### src/hdl/rwl_pkg.sv
`timescale 1ns / 1ps
// ----------------------------------------------------------------------------
// rwl_pkg
// Shared types and constants for the reader-writer lock arbiter.
// ----------------------------------------------------------------------------
package rwl_pkg;

    localparam int ID_W        = 4;
    localparam int READERS_W   = 5;
    localparam int AGENTS_DEF  = 16;
    localparam int CMD_DEPTH   = 2;
    localparam int CMD_PTR_W   = $clog2(CMD_DEPTH);
    localparam int CMD_CNT_W   = $clog2(CMD_DEPTH + 1);

    localparam logic [READERS_W-1:0] READERS_MAX = 5'd31;

    localparam logic KIND_READ  = 1'b0;
    localparam logic KIND_WRITE = 1'b1;

    typedef enum logic [1:0] {
        REQ_START_READ  = 2'd0,
        REQ_END_READ    = 2'd1,
        REQ_START_WRITE = 2'd2,
        REQ_END_WRITE   = 2'd3
    } req_code_t;

    typedef enum logic [1:0] {
        OP_START_READ,
        OP_END_READ,
        OP_START_WRITE,
        OP_END_WRITE
    } op_t;

    typedef enum logic [1:0] {
        BK_FETCH,
        BK_EXEC,
        BK_DRAIN
    } bk_state_t;

    typedef struct packed {
        logic [1:0]      req_type;
        logic [ID_W-1:0] requester_id;
    } req_t;

    typedef struct packed {
        logic [ID_W-1:0] granted_id;
        logic            granted_kind;
        logic            last_grant;
    } grant_t;

    typedef struct packed {
        op_t             op;
        logic [ID_W-1:0] id;
    } cmd_t;

    typedef struct packed {
        logic valid;
        cmd_t cmd;
    } cmd_beat_t;

endpackage

### src/hdl/rwl_front.sv
`timescale 1ns / 1ps
// ----------------------------------------------------------------------------
// rwl_front
// Accepts request beats, decodes them into commands and holds them in a
// short queue until the back end takes them.
// ----------------------------------------------------------------------------
module rwl_front (
    input  logic              clk,
    input  logic              rst_n,
    input  logic              start,
    input  rwl_pkg::req_t     req,
    output logic              busy,
    output rwl_pkg::cmd_beat_t cmd_out,
    input  logic              cmd_pop
);
    import rwl_pkg::*;

    cmd_t                 slot_reg [CMD_DEPTH];
    logic [CMD_PTR_W-1:0] wr_ptr_reg;
    logic [CMD_PTR_W-1:0] wr_ptr_next;
    logic [CMD_PTR_W-1:0] rd_ptr_reg;
    logic [CMD_PTR_W-1:0] rd_ptr_next;
    logic [CMD_CNT_W-1:0] cnt_reg;
    logic [CMD_CNT_W-1:0] cnt_next;
    logic                 push;
    logic                 pop;
    cmd_t                 decoded;

    always_comb
    begin
        decoded.id = req.requester_id;
        unique case (req.req_type)
            REQ_START_READ:  decoded.op = OP_START_READ;
            REQ_END_READ:    decoded.op = OP_END_READ;
            REQ_START_WRITE: decoded.op = OP_START_WRITE;
            REQ_END_WRITE:   decoded.op = OP_END_WRITE;
            default:         decoded.op = OP_END_WRITE;
        endcase
    end

    assign busy = (cnt_reg == CMD_CNT_W'(CMD_DEPTH));
    assign push = start && !busy;
    assign pop  = cmd_pop && (cnt_reg != '0);

    assign cmd_out.valid = (cnt_reg != '0);
    assign cmd_out.cmd   = slot_reg[rd_ptr_reg];

    always_comb
    begin
        wr_ptr_next = push ? wr_ptr_reg + 1'b1 : wr_ptr_reg;
        rd_ptr_next = pop  ? rd_ptr_reg + 1'b1 : rd_ptr_reg;
        cnt_next    = cnt_reg + CMD_CNT_W'(push) - CMD_CNT_W'(pop);
    end

    always_ff @(posedge clk or negedge rst_n)
    begin
        if (!rst_n)
        begin
            wr_ptr_reg <= '0;
            rd_ptr_reg <= '0;
            cnt_reg    <= '0;
        end
        else
        begin
            wr_ptr_reg <= wr_ptr_next;
            rd_ptr_reg <= rd_ptr_next;
            cnt_reg    <= cnt_next;
        end
    end

    always_ff @(posedge clk)
    begin
        if (push)
        begin
            slot_reg[wr_ptr_reg] <= decoded;
        end
    end

endmodule

### src/hdl/rwl_back.sv
`timescale 1ns / 1ps
// ----------------------------------------------------------------------------
// rwl_back
// Lock engine: holds reader count, writer flag and the two wait queues,
// executes one command at a time and issues grant beats.
// ----------------------------------------------------------------------------
module rwl_back #(
    parameter int AGENTS = rwl_pkg::AGENTS_DEF
) (
    input  logic               clk,
    input  logic               rst_n,
    input  rwl_pkg::cmd_beat_t cmd_in,
    output logic               cmd_pop,
    output logic               grant_valid,
    output rwl_pkg::grant_t    grant
);
    import rwl_pkg::*;

    localparam int PTR_W = $clog2(AGENTS);
    localparam int CNT_W = $clog2(AGENTS + 1);

    bk_state_t              state_reg;
    bk_state_t              state_next;
    cmd_t                   cmd_reg;
    logic [READERS_W-1:0]   readers_reg;
    logic [READERS_W-1:0]   readers_next;
    logic                   writer_reg;
    logic                   writer_next;
    logic [PTR_W-1:0]       r_head_reg;
    logic [PTR_W-1:0]       r_head_next;
    logic [PTR_W-1:0]       r_tail_reg;
    logic [PTR_W-1:0]       r_tail_next;
    logic [CNT_W-1:0]       r_cnt_reg;
    logic [CNT_W-1:0]       r_cnt_next;
    logic [PTR_W-1:0]       w_head_reg;
    logic [PTR_W-1:0]       w_head_next;
    logic [PTR_W-1:0]       w_tail_reg;
    logic [PTR_W-1:0]       w_tail_next;
    logic [CNT_W-1:0]       w_cnt_reg;
    logic [CNT_W-1:0]       w_cnt_next;
    logic [ID_W-1:0]        rq_mem [AGENTS];
    logic [ID_W-1:0]        wq_mem [AGENTS];
    logic [ID_W-1:0]        rq_head_reg;
    logic [ID_W-1:0]        wq_head_reg;
    logic                   grant_valid_reg;
    logic                   grant_valid_next;
    grant_t                 grant_reg;
    grant_t                 grant_next;

    logic is_exec;
    logic is_drain;
    logic writer_end;
    logic drain_cond;
    logic rd_fire;
    logic rd_last;
    logic direct_read;
    logic push_r;
    logic end_read_ok;
    logic direct_write;
    logic push_w;
    logic w_pop_er;
    logic w_pop_ew;
    logic w_pop;

    function automatic logic [PTR_W-1:0] ptr_inc(input logic [PTR_W-1:0] p);
        ptr_inc = (p == PTR_W'(AGENTS - 1)) ? '0 : p + 1'b1;
    endfunction

    assign is_exec  = (state_reg == BK_EXEC);
    assign is_drain = (state_reg == BK_DRAIN);
    assign cmd_pop  = (state_reg == BK_FETCH) && cmd_in.valid;

    always_comb
    begin
        writer_end   = is_exec && (cmd_reg.op == OP_END_WRITE) && writer_reg;
        drain_cond   = is_drain || (writer_end && (r_cnt_reg != '0));
        rd_fire      = drain_cond && (readers_reg != READERS_MAX);
        rd_last      = (r_cnt_reg == CNT_W'(1))
                       || (readers_reg == READERS_MAX - 1'b1);
        direct_read  = is_exec && (cmd_reg.op == OP_START_READ) && !writer_reg
                       && (readers_reg != READERS_MAX);
        push_r       = is_exec && (cmd_reg.op == OP_START_READ) && writer_reg
                       && (r_cnt_reg != CNT_W'(AGENTS));
        end_read_ok  = is_exec && (cmd_reg.op == OP_END_READ) && (readers_reg != '0);
        w_pop_er     = end_read_ok && (readers_reg == READERS_W'(1)) && !writer_reg
                       && (w_cnt_reg != '0);
        w_pop_ew     = writer_end && (r_cnt_reg == '0) && (w_cnt_reg != '0);
        w_pop        = w_pop_er || w_pop_ew;
        direct_write = is_exec && (cmd_reg.op == OP_START_WRITE)
                       && (readers_reg == '0) && !writer_reg;
        push_w       = is_exec && (cmd_reg.op == OP_START_WRITE)
                       && ((readers_reg != '0) || writer_reg)
                       && (w_cnt_reg != CNT_W'(AGENTS));
    end

    always_comb
    begin
        state_next = state_reg;
        unique case (state_reg)
            BK_FETCH:
            begin
                if (cmd_in.valid)
                begin
                    state_next = BK_EXEC;
                end
            end
            BK_EXEC:
            begin
                state_next = (rd_fire && !rd_last) ? BK_DRAIN : BK_FETCH;
            end
            BK_DRAIN:
            begin
                state_next = rd_last ? BK_FETCH : BK_DRAIN;
            end
            default:
            begin
                state_next = BK_FETCH;
            end
        endcase
    end

    always_comb
    begin
        readers_next = readers_reg;
        if (direct_read || rd_fire)
        begin
            readers_next = readers_reg + 1'b1;
        end
        else if (end_read_ok)
        begin
            readers_next = readers_reg - 1'b1;
        end

        writer_next = writer_reg;
        if (direct_write || w_pop)
        begin
            writer_next = 1'b1;
        end
        else if (writer_end)
        begin
            writer_next = 1'b0;
        end

        r_tail_next = push_r  ? ptr_inc(r_tail_reg) : r_tail_reg;
        r_head_next = rd_fire ? ptr_inc(r_head_reg) : r_head_reg;
        r_cnt_next  = r_cnt_reg + CNT_W'(push_r) - CNT_W'(rd_fire);
        w_tail_next = push_w  ? ptr_inc(w_tail_reg) : w_tail_reg;
        w_head_next = w_pop   ? ptr_inc(w_head_reg) : w_head_reg;
        w_cnt_next  = w_cnt_reg + CNT_W'(push_w) - CNT_W'(w_pop);
    end

    always_comb
    begin
        grant_valid_next = direct_read || rd_fire || direct_write || w_pop;
        grant_next       = grant_reg;
        priority if (rd_fire)
        begin
            grant_next.granted_id   = rq_head_reg;
            grant_next.granted_kind = KIND_READ;
            grant_next.last_grant   = rd_last;
        end
        else if (w_pop)
        begin
            grant_next.granted_id   = wq_head_reg;
            grant_next.granted_kind = KIND_WRITE;
            grant_next.last_grant   = 1'b1;
        end
        else if (direct_read)
        begin
            grant_next.granted_id   = cmd_reg.id;
            grant_next.granted_kind = KIND_READ;
            grant_next.last_grant   = 1'b1;
        end
        else if (direct_write)
        begin
            grant_next.granted_id   = cmd_reg.id;
            grant_next.granted_kind = KIND_WRITE;
            grant_next.last_grant   = 1'b1;
        end
    end

    always_ff @(posedge clk or negedge rst_n)
    begin
        if (!rst_n)
        begin
            state_reg       <= BK_FETCH;
            readers_reg     <= '0;
            writer_reg      <= 1'b0;
            r_head_reg      <= '0;
            r_tail_reg      <= '0;
            r_cnt_reg       <= '0;
            w_head_reg      <= '0;
            w_tail_reg      <= '0;
            w_cnt_reg       <= '0;
            grant_valid_reg <= 1'b0;
        end
        else
        begin
            state_reg       <= state_next;
            readers_reg     <= readers_next;
            writer_reg      <= writer_next;
            r_head_reg      <= r_head_next;
            r_tail_reg      <= r_tail_next;
            r_cnt_reg       <= r_cnt_next;
            w_head_reg      <= w_head_next;
            w_tail_reg      <= w_tail_next;
            w_cnt_reg       <= w_cnt_next;
            grant_valid_reg <= grant_valid_next;
        end
    end

    always_ff @(posedge clk)
    begin
        grant_reg <= grant_next;
        if (cmd_pop)
        begin
            cmd_reg <= cmd_in.cmd;
        end
    end

    // head data register follows the next head so it is current every cycle
    always_ff @(posedge clk)
    begin
        if (push_r)
        begin
            rq_mem[r_tail_reg] <= cmd_reg.id;
        end
        rq_head_reg <= rq_mem[r_head_next];
    end

    always_ff @(posedge clk)
    begin
        if (push_w)
        begin
            wq_mem[w_tail_reg] <= cmd_reg.id;
        end
        wq_head_reg <= wq_mem[w_head_next];
    end

    assign grant_valid = grant_valid_reg;
    assign grant       = grant_reg;

`ifndef SYNTHESIS
    a_excl: assert property (@(posedge clk) disable iff (!rst_n)
        !(writer_reg && (readers_reg != '0)))
        else $error("writer and readers hold the lock together");

    a_drain_nonempty: assert property (@(posedge clk) disable iff (!rst_n)
        (state_reg == BK_DRAIN) |-> (r_cnt_reg != '0))
        else $error("drain with empty read queue");

    a_grant_src: assert property (@(posedge clk) disable iff (!rst_n)
        grant_valid_next |-> (state_reg != BK_FETCH))
        else $error("grant issued while fetching");

    a_cnt_bound: assert property (@(posedge clk) disable iff (!rst_n)
        (r_cnt_reg <= CNT_W'(AGENTS)) && (w_cnt_reg <= CNT_W'(AGENTS)))
        else $error("wait queue count overflow");

    a_pop_exec: assert property (@(posedge clk) disable iff (!rst_n)
        cmd_pop |=> (state_reg == BK_EXEC))
        else $error("command taken without execution");
`endif

endmodule

### src/hdl/reader_writer_lock_arbiter.sv
`timescale 1ns / 1ps
// ----------------------------------------------------------------------------
// reader_writer_lock_arbiter
// Reader-writer lock manager with reader preference.
//
// Request channel: a beat (req.req_type, req.requester_id) is taken on a
// rising edge with start high and busy low. The front end decodes it into a
// two-entry command queue; busy is high while that queue is full.
// Grant channel: each grant is on grant for one cycle with grant_valid high;
// grant.last_grant marks the final grant of a request. Requests that only
// queue or are ignored produce no beat. The receiver cannot stall.
// A first grant passes the command queue, the engine's command register and
// the grant register. The lock engine fetches and executes one request at a
// time; an end write releasing waiting readers drains them after execute,
// one read-queue pop per cycle through the queue's registered read port.
// Reset clears reader count, writer flag and both wait queues; queue
// storage itself needs no clearing.
// ----------------------------------------------------------------------------
module reader_writer_lock_arbiter #(
    parameter int AGENTS = rwl_pkg::AGENTS_DEF
) (
    input  logic            clk,
    input  logic            rst_n,
    input  logic            start,
    input  rwl_pkg::req_t   req,
    output logic            busy,
    output logic            grant_valid,
    output rwl_pkg::grant_t grant
);
    import rwl_pkg::*;

    cmd_beat_t cmd_beat;
    logic      cmd_pop;

    rwl_front u_front (
        .clk     (clk),
        .rst_n   (rst_n),
        .start   (start),
        .req     (req),
        .busy    (busy),
        .cmd_out (cmd_beat),
        .cmd_pop (cmd_pop)
    );

    rwl_back #(
        .AGENTS (AGENTS)
    ) u_back (
        .clk         (clk),
        .rst_n       (rst_n),
        .cmd_in      (cmd_beat),
        .cmd_pop     (cmd_pop),
        .grant_valid (grant_valid),
        .grant       (grant)
    );

endmodule

### config.mk
export PLATFORM = sky130hd
export DESIGN_NAME = reader_writer_lock_arbiter
export DESIGN_NICKNAME = d
export VERILOG_FILES = /design/src/hdl/rwl_pkg.sv /design/src/hdl/rwl_front.sv /design/src/hdl/rwl_back.sv /design/src/hdl/reader_writer_lock_arbiter.sv
export SDC_FILE = /design/constraint.sdc
export NUM_CORES = 1
export LEC_CHECK = 0
export ABC_AREA = 0
export BUFFER_PORTS_ARGS = -buffer_cell sky130_fd_sc_hd__clkbuf_2
export CAP_MARGIN = 0
export CORE_ASPECT_RATIO = 1.75
export CORE_UTILIZATION = 60
export CTS_BUF_LIST = sky130_fd_sc_hd__clkbuf_4
export CTS_CLUSTER_DIAMETER = 100
export DETAILED_ROUTE_END_ITERATION = 8
export PLACE_DENSITY = 0.81
export SLEW_MARGIN = 10
export SYNTH_ARGS = -nofsm -noshare
export SYNTH_HDL_FRONTEND = slang
export SYNTH_SLANG_ARGS = --single-unit
### constraint.sdc
create_clock -name clk -period 6.06 [get_ports clk]
set_input_delay 1.212 -clock clk [delete_from_list [all_inputs] [get_ports clk]]
set_output_delay 1.212 -clock clk [all_outputs]
set_load 0.05 [all_outputs]
After elaboration in Yosys (flattened, before gate mapping)
Memories as Yosys holds them, arrays and structs flattened. A register that Yosys moved wholly into a read port is not among the register bits.
Cells that the tools add are included.
Storage, ports and cells
  memory bits (writable): 140
  register bits: 45
  input bits: 9
  word-level logic and storage cells: 127
  memories kept: 3
Operators by class
  reduce and logical (&&, ||, !) cells: 49
  add/subtract/negate cells: 14
  mux-type cells: 25
  equal/unequal tests: 20
Memory list
  u_back.rq_mem: depth 16, width 4, read ports 1, clocked after memory_dff 1, wr ports 1, RTL line rwl_back.sv:41  | logic [ID_W-1:0] rq_mem [AGENTS];
  u_back.wq_mem: depth 16, width 4, read ports 1, clocked after memory_dff 1, wr ports 1, RTL line rwl_back.sv:42  | logic [ID_W-1:0] wq_mem [AGENTS];
  u_front.slot_reg: depth 2, width 6, read ports 1, clocked after memory_dff 1, wr ports 1, RTL line rwl_front.sv:18  | cmd_t slot_reg [CMD_DEPTH];
Operators with widths (number)
  $logic_and A1 B1 Y1: 25
  $mux W4: 6
  $mux W6: 4
  $add A4 B1 Y4 const B: 4
  $eq A4 B4 Y1 const B: 4
  $ne A5 B5 Y1 const B: 3
  $reduce_bool A5 Y1: 3
  $eq A2 B2 Y1 const B: 6
  $add A5 B1 Y5: 2
  $eq A5 B1 Y1 const B: 2
  $logic_not A5 Y1: 2
  $mux W5: 2
  $sub A5 B1 Y5: 2
  $logic_or A1 B1 Y1: 8
  $mux W1: 8
  $pmux W2 S4: 1
  $eq A2 B1 Y1 const B: 3
  $logic_not A2 Y1: 3
  $mux W2: 3
  $pmux W2 S3: 1
  $reduce_bool A2 Y1: 3
  $add A5 B1 Y5 const B: 1
  $eq A5 B5 Y1 const B: 1
  $sub A5 B1 Y5 const B: 1
  other kinds (7): 10

Logic depth before layout (Yosys ltp)
Gate-level depths: netlist (run 1).
  word-level depth: 9
  depth in mapped cells: 17
  depth with buffers taken out: 16

Hierarchy
From an unflattened synthesis (run 1), not the netlist that was laid out.
Second synthesis, totals
  cells, all modules: 625
  area total of the unflattened synthesis: 8654.6 um2
By module, submodules not included
  rwl_back: area each 8008.9 um2, times used 1, cells each 586
  rwl_front: area each 645.6 um2, times used 1, cells each 39

Worst setup path before layout (run 1)
No wires, ideal clock.
  path type: register to register
  start point: register u_back.readers_reg[0]
  end point: register u_back.r_cnt_reg[4]
  stages on the path, launching flop included: 18
  arrival time: 2.928 ns
  setup slack: 3.007 ns
  data required time: 5.935 ns
  cell sequence: dfrtp_1 -> ha_1 -> and3_1 -> ha_1 -> nor3b_1 -> a41oi_2 -> inv_2 -> clkbuf_1 -> ha_1 -> inv_1 -> ha_1 -> inv_1 -> fa_1 -> inv_1 -> a21oi_1 -> nor2_1 -> nor2_1 -> xnor2_1
Between the ends
  word-level cells in the longest chain between the ends: 3
Ends and longest elaborated chain
  start: declaration: RTL line rwl_back.sv:25  | logic [READERS_W-1:0] readers_reg;
  start signal: assignment: RTL line rwl_back.sv:200  | readers_reg <= readers_next;
  $ne A5 B5 Y1: RTL line rwl_back.sv:77  | rd_fire = drain_cond && (readers_reg != READERS_MAX);
  $logic_and A1 B1 Y1: RTL line rwl_back.sv:77
  named net u_back.rd_fire: RTL line rwl_back.sv:54  | logic rd_fire;
  $sub A5 B1 Y5: RTL line rwl_back.sv:146  | r_cnt_next = r_cnt_reg + CNT_W'(push_r) - CNT_W'(rd_fire);
  named net u_back.r_cnt_next[4]: RTL line rwl_back.sv:34  | logic [CNT_W-1:0] r_cnt_next;
  end signal: assignment: RTL line rwl_back.sv:204  | r_cnt_reg <= r_cnt_next;
  end: declaration: RTL line rwl_back.sv:33  | logic [CNT_W-1:0] r_cnt_reg;
The timed path passes the listed nets, and every way through them passes these cells.
A chain may end at the register's enable or synchronous reset.

Final worst setup path (run 1)
  start point: register u_back.readers_reg[0]
  end point: register u_back.rq_head_reg[2], read port of u_back.rq_mem
Between the ends
  word-level cells in the longest chain between the ends: 3
Ends and longest elaborated chain
  $ne A5 B5 Y1: RTL line rwl_back.sv:77
  $logic_and A1 B1 Y1: RTL line rwl_back.sv:77
  $mux W4: RTL line rwl_back.sv:145  | r_head_next = rd_fire ? ptr_inc(r_head_reg) : r_head_reg;
  end: declaration: RTL line rwl_back.sv:43  | logic [ID_W-1:0] rq_head_reg;
Every way passes these cells.

==> metrics.csv, run 1 <==
metric;value;unit
TritonCTS clock tree;done;
setup_tns;0;ns
Syn Inst Count;640;
routed vias;5152;
met2 WL post-DR;9570;um
count of input and output buffers;16;
routed length on met1;6000;um
CP Launch Type;flip-flop;
synthesized area per cell;13.6;sq um
Die H;161;um
clk buf depth;2;
clock skew;0.0363;ns
critical path launch point;u_back.readers_reg[0];
via/cell ratio;6.06;
flop-to-flop setup slack;2.18;ns
Comb power frac;39.1;%
P per Cell Area;486;nW/um^2
hpwl dp;12000;um
full die area;15000;sq um
setup-violating endpoint count in the final report;0;
Post-DRT Antenna Nets;0;
root buffer cell;clkbuf_4;
Residual DRC;0;
FF+latch count, synth;199;
CP Cell Sequence;ha_1 > and3_1 > ha_1 > nor3b_1 > a41oi_2 > inv_2 > mux2i_4 > inv_2 > a21oi_2 > a221o_1 > a21o_1 > o311ai_1;
Cell Rows;57;
Primary FF master, synth;edfxtp_1;
Seq pwr share;46.1;%
Synth Warn #;0;
CTS-repair resized insts;0;
Final #Nets;700;
initial antenna violation count;1;
number of distinct library cells after synthesis;59;
share of layout cells above drive strength 1;11.3;%
First-pass DRT Iterations;5;
Hold Slack;0.515;ns
Total GRT Usage;24.7;%
Worst path max stage delay;0.60;ns
Mapped Area;8690;sq um
Final period util;64.0;%
Slew headroom;28.0;%
Crit Path Max Fanout;18;
H-Tree Depth;4;
internal power;2.71;mW
Crit Path Class;flip-flop to flip-flop;
# hold bufs at CTS;0;
Synth-to-Final Area Change;5.96;%
CTS Sinks;199;
first-pass GRT wire length;27300;um
max_cap viols;0;
Synth async-reset ratio;19.6;%
sw power;1.76;mW
RR Endpoint;u_back.rq_head_reg[2];
Post-CTS Setup Inserts;0;
final WL;17200;um
hold violation count in the final report;0;
worst r2r src;u_back.readers_reg[0];
status;finished clean;
drt wl/cell;20.3;um
crit path capture type;flip-flop;
Fmax;0.258;GHz
Ports;17;
Lkg Pwr;3.59;nW
worst vdd ir;0.298;mV
Req. time, crit path;6.50;ns
clock-pin slew on the worst setup and hold paths;0.18;ns
RSZ-0062 raised after global routing;false;
total congestion overflow;0;
syn nets;681;
worst reg2reg path depth;12;
Num CTS Buffers;17;
crit path to;u_back.rq_head_reg[2];
Slew Limit Fails;0;
clk_lat worst skew;0.56;ns
Detailed Route Iter0 Violations;326;
vias in the first global route;5457;
Slew @ Worst Pin;1.07;ns
die width;93.0;um
sw frac;39.4;%
Top Metal Used;met4;
Period minus WS final;3.88;ns
Initial Util;62.2;%
hold crit path type;flip-flop to flip-flop;
register area share after synthesis;65.5;%
worst path arrival time;4.32;ns
clock share of power;14.8;%
pin count of the biggest net entering global routing;42;
EDFF count, synth;151;
Final Wtd Congestion;0.963;
Filler cells;1053;
Core Box Area;14000;sq um
met3 WL;654;um
Worst path slowest cell;mux2i_4;
==> power groups by stage <==
stage	clock [mW]	combinational, mW	sequential [mW]
floorplan	0	1.19	2.14
global placement	0	1.63	2.07
detailed placement	0	1.72	2.09
CTS	0.674	1.73	2.06
global route	0.714	1.91	2.09
finish	0.664	1.75	2.06
==> how the worst min path moves through the flow <==
stage | depth (start not counted) | to | startpoint | slack (ns)
after CTS | 1 | u_front.wr_ptr_reg | u_front.wr_ptr_reg | 0.51
after global routing | 1 | u_front.wr_ptr_reg | u_front.wr_ptr_reg | 0.53
after global placement | 1 | u_front.wr_ptr_reg | u_front.wr_ptr_reg | 0.48
final | 1 | u_front.wr_ptr_reg | u_front.wr_ptr_reg | 0.52
after floorplan | 1 | u_front.wr_ptr_reg | u_front.wr_ptr_reg | 0.46
after detailed placement | 1 | u_front.wr_ptr_reg | u_front.wr_ptr_reg | 0.49
==> stage by stage <==
step                      power (mW)  worst slack (ns)  cells  util [%]  cell area (sq um)
after floorplan                 3.33              3.01    640         -               8690
after global placement          3.70              2.36    817      63.9               8930
final                           4.47              2.18    850      65.9               9210
after detailed placement        3.81              2.23    817      63.9               8930
after CTS                       4.46              2.14    849      65.8               9200
after global routing            4.72              2.01    850      65.9               9210
==> final cells by class <==
class | count | area (sq um) | share of cell area (%)
Clock buffer | 17 | 128 | 1.39
Clock inverter | 15 | 139 | 1.51
Multi-Input combinational cell | 382 | 2770 | 30.0
Timing Repair Buffer | 21 | 118 | 1.28
Sequential cell | 199 | 5690 | 61.8
Antenna cell | 1 | 2.50 | 0.0272
Inverter | 38 | 143 | 1.55
Tap cell | 177 | 221 | 2.41
==> cell usage in the layout (no fill, tap or decap), types with 3 or more instances in the layout <==
master,instances
o22ai_1,4
a31oi_1,10
mux2_2,12
and3_1,12
dfrtp_1,39
nand2_1,72
o21ai_0,16
a21oi_1,17
nand3_1,11
nor3_1,10
inv_2,3
buf_4,5
mux2i_4,4
nor2_1,29
inv_6,5
inv_1,35
or3_1,3
xor2_1,5
a22oi_1,4
nand2b_1,7
nand4_1,3
a221oi_1,6
ha_1,30
a21o_1,4
dfxtp_1,9
and2_1,18
mux2i_1,42
clkbuf_2,16
a211oi_1,8
nor2b_1,9
edfxtp_1,151
clkbuf_4,17
a221o_1,5
xnor2_1,13
==> cell usage after synthesis (3+ instances only) <==
cell / number / share of area [%]
edfxtp_1: 151 / 52
nand2_1: 72 / 3.1
mux2i_1: 43 / 5.0
dfrtp_1: 39 / 11
inv_1: 35 / 1.5
ha_1: 30 / 4.3
nor2_1: 29 / 1.3
and2_1: 18 / 1.3
a21oi_1: 17 / 0.98
o21ai_0: 16 / 0.92
xnor2_1: 13 / 1.3
and3_1: 12 / 0.86
mux2_2: 12 / 1.6
nand3_1: 11 / 0.63
a31oi_1: 10 / 0.72
clkbuf_1: 10 / 0.43
nor3_1: 10 / 0.58
dfxtp_1: 9 / 2.1
nor2b_1: 9 / 0.65
a211oi_1: 8 / 0.69
nand2b_1: 7 / 0.50
a221oi_1: 6 / 0.60
a221o_1: 5 / 0.58
buf_2: 5 / 0.29
xor2_1: 5 / 0.50
a21o_1: 4 / 0.35
a22oi_1: 4 / 0.35
o22ai_1: 4 / 0.29
buf_6: 3 / 0.39
inv_2: 3 / 0.13
nand4_1: 3 / 0.22
or3_1: 3 / 0.22
==> metal layers <==
layer,GRT usage (%),up-vias
met5,0,-
met4,16.0,0
met3,3.91,64
met2,45.0,190
met1,25.7,2524
li1,-,2374
==> worst max-delay path: cells and delay by family (launching register included) <==
kind	cells	cell delay (ns)
buf+inv	2	0.59
flops	1	0.47
compound gates	5	1.16
mux	1	0.60
simple gates	2	0.48
fa+ha+maj	2	0.44
==> cells by family after synthesis <==
kind of cell	Yosys count	share of synthesized area, %
DFF	199	65.5
and+or+nand+nor	184	10.4
AOI/OAI and AO/OA	88	7.17
muxes	60	7.45
buffers and inverters	59	2.92
adders and majority gates	32	4.78
xor gates and xnor gates	18	1.81
(Power assumes the default switching activity.)
==> run 2: changes to the inputs <==
--- a/config.mk
+++ b/config.mk
@@ -9,11 +9,11 @@
 export BUFFER_PORTS_ARGS = -buffer_cell sky130_fd_sc_hd__clkbuf_2
 export CAP_MARGIN = 0
 export CORE_ASPECT_RATIO = 1.75
-export CORE_UTILIZATION = 60
+export CORE_UTILIZATION = 59
 export CTS_BUF_LIST = sky130_fd_sc_hd__clkbuf_4
 export CTS_CLUSTER_DIAMETER = 100
 export DETAILED_ROUTE_END_ITERATION = 8
-export PLACE_DENSITY = 0.81
+export PLACE_DENSITY = 0.83
 export SLEW_MARGIN = 10
 export SYNTH_ARGS = -nofsm -noshare
 export SYNTH_HDL_FRONTEND = slang
==> constraint.sdc (replaced) <==
create_clock -name clk -period 3.55 [get_ports clk]
set_input_delay 0.71 -clock clk [delete_from_list [all_inputs] [get_ports clk]]
set_output_delay 0.71 -clock clk [all_outputs]
set_load 0.05 [all_outputs]
==> metrics.csv, run 2 (synthesis gave the netlist of run 1 again) <==
metric;value;unit
status;finished clean;
full die area;15200;sq um
Cell Rows;58;
Crit Path Class;flip-flop to flip-flop;
fin util;65.1;%
H-Tree Depth;4;
Slew headroom;30.2;%
drt wl/cell;19.8;um
clk buf depth;2;
crit path to;u_back.wq_head_reg[3];
Final period util;93.4;%
hold violation count in the final report;0;
RSZ-0062 raised after global routing;false;
setup-violating endpoint count in the final report;0;
Crit Path Max Fanout;41;
Synth-to-Final Area Change;7.63;%
worst reg2reg path depth;11;
most frequent cells in the layout;edfxtp_1 (151), nand2_1 (72), mux2i_1 (42);
setup_tns;0;ns
total congestion overflow;0;
Final Cell Area;9350;sq um
Worst path max stage delay;0.49;ns
clock-pin slew on the worst setup and hold paths;0.18;ns
Final #Nets;705;
Die H;163;um
Period minus WS final;3.32;ns
count of input and output buffers;16;
RR Endpoint;u_back.wq_head_reg[3];
critical path launch point;u_back.r_cnt_reg[2];
hpwl dp;12000;um
vias in the first global route;5423;
root buffer cell;clkbuf_4;
clock skew;0.0291;ns
CTS Sinks;199;
worst vdd ir;0.536;mV
routed vias;5121;
Initial Util;60.5;%
Filler cells;1048;
P per Cell Area;839;nW/um^2
share of layout cells above drive strength 1;12.1;%
hold crit path type;primary input to async pin;
flop-to-flop setup slack;0.23;ns
CP Launch Type;flip-flop;
CP Cell Sequence;inv_1 > ha_1 > or4b_4 > or3_4 > a2bb2oi_4 > mux2i_4 > buf_12 > mux2i_1 > mux2_2 > o22ai_1 > a221o_1;
crit path capture type;flip-flop;
Detailed Route Iter0 Violations;444;
final WL;17000;um
worst r2r src;u_back.r_cnt_reg[2];
Worst path slowest cell;or4b_4;
First-pass DRT Iterations;6;
Total GRT Usage;24.4;%
Req. time, crit path;4.04;ns
initial antenna violation count;1;
Residual DRC;0;
die width;93.7;um
TritonCTS clock tree;done;
Post-DRT Antenna Nets;0;
worst path arrival time;3.80;ns
Placement Cell Area;8970;sq um
max_cap viols;0;
Lkg Pwr;3.66;nW
Num CTS Buffers;17;
final worst slack;0.233;ns
pin count of the biggest net entering global routing;42;
Slew Limit Fails;0;
clk_lat worst skew;0.61;ns
pre-CTS worst setup slack;0.268;ns
Ports;17;
Fmax;0.301;GHz
Core Box Area;14400;sq um
commonest non-fill, non-tap cell in the layout;edfxtp_1;
via/cell ratio;5.97;
Final Wtd Congestion;0.857;
Slew @ Worst Pin;1.03;ns
first-pass GRT wire length;27300;um
[run 2: cell types whose count changed in the layout (fill, tap and decap cells not counted), moves of 2 or more]
cell        previous run  this run
buf_16                 0         2
buf_4                  5         7
clkinv_2               2         0
clkinv_8               0         6
clkinvlp_4             2         0
inv_12                 0         2
[run 2: layout make-up]
class | count | area [sq um] | area share [%]
flip-flops and latches | 199 | 5690 | 60.9
clock inverters | 15 | 196 | 2.10
multi-input cells | 382 | 2760 | 29.5
repair buffers | 26 | 208 | 2.22
inverters | 38 | 145 | 1.55
diodes | 1 | 2.50 | 0.0268
well taps | 180 | 225 | 2.41
clock buffers | 17 | 128 | 1.36
[run 2: how the worst min path moves through the flow]
stage,start,to,slack (ns),cells past startpoint
finish,rst_n,u_back.w_tail_reg[1],0.26,1
global route,req[5],u_front.slot_reg[1][5],0.26,1
CTS,req[4],u_front.slot_reg[0][4],0.26,1
detailed placement,u_front.cnt_reg[1],u_front.cnt_reg[1],0.49,1
global placement,u_front.wr_ptr_reg,u_front.wr_ptr_reg,0.48,1
floorplan,rst_n,u_back.grant_valid,0.41,0
[run 2: timing repair]
| item | 4_1_cts | 5_1_grt |
|---|---|---|
| resized for setup | 0 | 1 |
| endpoints found under the setup margin | 0 | 3 |
| hold buffers | 0 | 0 |
| buffers inserted | 0 | 0 |
[run 2: critical path: cells and delay by family (launching register included)]
kind / cells / cell delay, ns
and+or+nand+nor: 2 / 0.85
muxes: 3 / 0.79
AOI/OAI and AO/OA: 3 / 0.60
DFF: 1 / 0.41
buffers and inverters: 2 / 0.35
adders and majority gates: 1 / 0.17
[run 2: layer usage]
| layer | part of all wire [%] | track usage (%) | wire length [um] | up-vias |
|---|---|---|---|---|
| met5 | 0 | 0 | 0 | - |
| li1 | - | - | - | 2396 |
| met2 | 54 | 43.2 | 9270 | 179 |
| met4 | 4.9 | 13.9 | 828 | 0 |
| met1 | 37 | 27.0 | 6250 | 2483 |
| met3 | 3.9 | 4.34 | 669 | 63 |
[run 2: per-stage QoR]
stage	hold slack, ns	power, mW	cells
2_1_floorplan	0.414	5.69	640
3_3_place_gp	0.478	6.37	823
3_5_place_dp	0.491	6.57	823
4_1_cts	0.260	7.79	855
5_1_grt	0.258	8.29	858
6_report	0.258	7.84	858
[run 2: report_power, final]
group / leakage (nW) / total [mW] / internal, mW / switching, mW
clock: 0.169 / 1.24 / 0.349 / 0.889
combinational: 1.56 / 2.95 / 1.17 / 1.78
sequential: 1.93 / 3.65 / 3.18 / 0.470
==> run 3: changes to the inputs <==
--- a/config.mk
+++ b/config.mk
@@ -14,6 +14,7 @@
 export CTS_CLUSTER_DIAMETER = 100
 export DETAILED_ROUTE_END_ITERATION = 8
 export PLACE_DENSITY = 0.83
+export SETUP_SLACK_MARGIN = 0.1
 export SLEW_MARGIN = 10
 export SYNTH_ARGS = -nofsm -noshare
 export SYNTH_HDL_FRONTEND = slang
==> constraint.sdc (replaced) <==
create_clock -name clk -period 3.55 [get_ports clk]
set_input_delay 0.71 -clock clk [delete_from_list [all_inputs] [get_ports clk]]
set_output_delay 0.71 -clock clk [all_outputs]
set_load 0.005 [all_outputs]
==> metrics.csv, run 3 (synthesis gave the netlist of run 1 again) <==
metric;value;unit
RSZ-0062 raised after global routing;false;
Fmax;0.301;GHz
Final Wtd Congestion;0.857;
Synth-to-Final Area Change;7.73;%
routed vias;5137;
commonest non-fill, non-tap cell in the layout;edfxtp_1;
final worst slack;0.228;ns
Die H;163;um
setup-violating endpoint count in the final report;0;
share of layout cells above drive strength 1;12.3;%
worst reg2reg path depth;11;
P per Cell Area;824;nW/um^2
clock-pin slew on the worst setup and hold paths;0.18;ns
First-pass DRT Iterations;5;
Slew @ Worst Pin;1.05;ns
full die area;15200;sq um
clk_lat worst skew;0.60;ns
hold crit path type;primary input to async pin;
vias in the first global route;5423;
initial antenna violation count;1;
H-Tree Depth;4;
crit path capture type;flip-flop;
worst vdd ir;0.537;mV
Ports;17;
pre-CTS worst setup slack;0.268;ns
Initial Util;60.5;%
Multi-input gate area;2760;sq um
worst path arrival time;3.81;ns
Num CTS Buffers;17;
most frequent cells in the layout;edfxtp_1 (151), nand2_1 (72), mux2i_1 (42);
flop-to-flop setup slack;0.23;ns
Total GRT Usage;24.4;%
worst r2r src;u_back.r_cnt_reg[2];
Period minus WS final;3.32;ns
Filler cells;1045;
TritonCTS clock tree;done;
Slew Limit Fails;0;
Slew headroom;29.3;%
Core Box Area;14400;sq um
setup_tns;0;ns
Req. time, crit path;4.04;ns
CP Launch Type;flip-flop;
CTS Sinks;199;
Detailed Route Iter0 Violations;455;
Placement Cell Area;8970;sq um
Final #Nets;705;
pin count of the biggest net entering global routing;42;
total congestion overflow;0;
root buffer cell;clkbuf_4;
# hold bufs at CTS;0;
hpwl dp;12000;um
Cell Rows;58;
clk buf depth;2;
via/cell ratio;5.99;
Final period util;93.6;%
Crit Path Max Fanout;41;
count of input and output buffers;16;
status;finished clean;
drt wl/cell;19.9;um
die width;93.7;um
Post-CTS Setup Inserts;0;
Crit Path Class;flip-flop to flip-flop;
clock skew;0.0266;ns
first-pass GRT wire length;27300;um
RR Endpoint;u_back.wq_head_reg[2];
Seq. cell area;5690;sq um
hold violation count in the final report;0;
Lkg Pwr;3.66;nW
max_cap viols;0;
CTS-repair resized insts;0;
Post-DRT Antenna Nets;0;
final WL;17000;um
Residual DRC;0;
Final Cell Area;9360;sq um
-- run 3: cell types whose count changed in the layout (fill, tap and decap cells not counted) --
cell     before  now
buf_4         7    6
nor3b_2       0    1
buf_6         0    1
nor3b_1       2    1
-- run 3: how the worst max path moves through the flow --
stage / from / end / cells past startpoint
after CTS: u_back.r_cnt_reg[3] / u_back.wq_head_reg[3] / 11
after detailed placement: u_back.r_cnt_reg[3] / u_back.wq_head_reg[3] / 11
final: u_back.r_cnt_reg[2] / u_back.wq_head_reg[2] / 11
after global placement: u_back.r_cnt_reg[3] / u_back.wq_head_reg[3] / 11
after global routing: u_back.r_cnt_reg[2] / u_back.r_cnt_reg[4] / 15
after floorplan: u_back.readers_reg[0] / u_back.r_cnt_reg[4] / 17
-- run 3: final cells by class --
cell class                 count  share of cell area [%]
sequential                   199                    60.8
multi-input combinational    382                    29.5
tap                          180                    2.41
timing repair buffer          26                    2.26
clock inverter                15                    2.10
inverter                      38                    1.55
clock buffer                  17                    1.36
antenna                        1                  0.0267
-- run 3: worst max-delay path, cell delays in order, from the launching register on --
cell and delay, ns:
dfrtp_1 0.41, inv_1 0.09, ha_1 0.17, or4b_4 0.49, or3_4 0.36, a2bb2oi_4 0.27, mux2i_4 0.30, buf_12 0.26
mux2i_1 0.30, mux2_2 0.19, o22ai_1 0.07, a221o_1 0.27
-- run 3: per-layer routing --
layer | wire length [um] | global-route usage, %
met1 | 6190 | 27.0
met2 | 9380 | 43.2
met3 | 695 | 4.34
met4 | 774 | 13.9
met5 | 0 | 0
-- run 3: metrics by stage --
step                      utilization [%]  hold slack (ns)  power, mW  instances
after floorplan                         -            0.414       5.54        640
after global placement               62.4            0.478       6.24        823
after detailed placement             62.4            0.491       6.43        823
after CTS                            64.7            0.260       7.65        855
after global routing                 65.1            0.258       8.16        858
final                                65.1            0.259       7.71        858
-- run 3: power by group --
part           internal, mW  switching [mW]  total, mW  leakage, nW
clock                 0.349           0.890       1.24        0.169
combinational          1.18            1.65       2.82         1.57
sequential             3.18           0.470       3.65         1.93
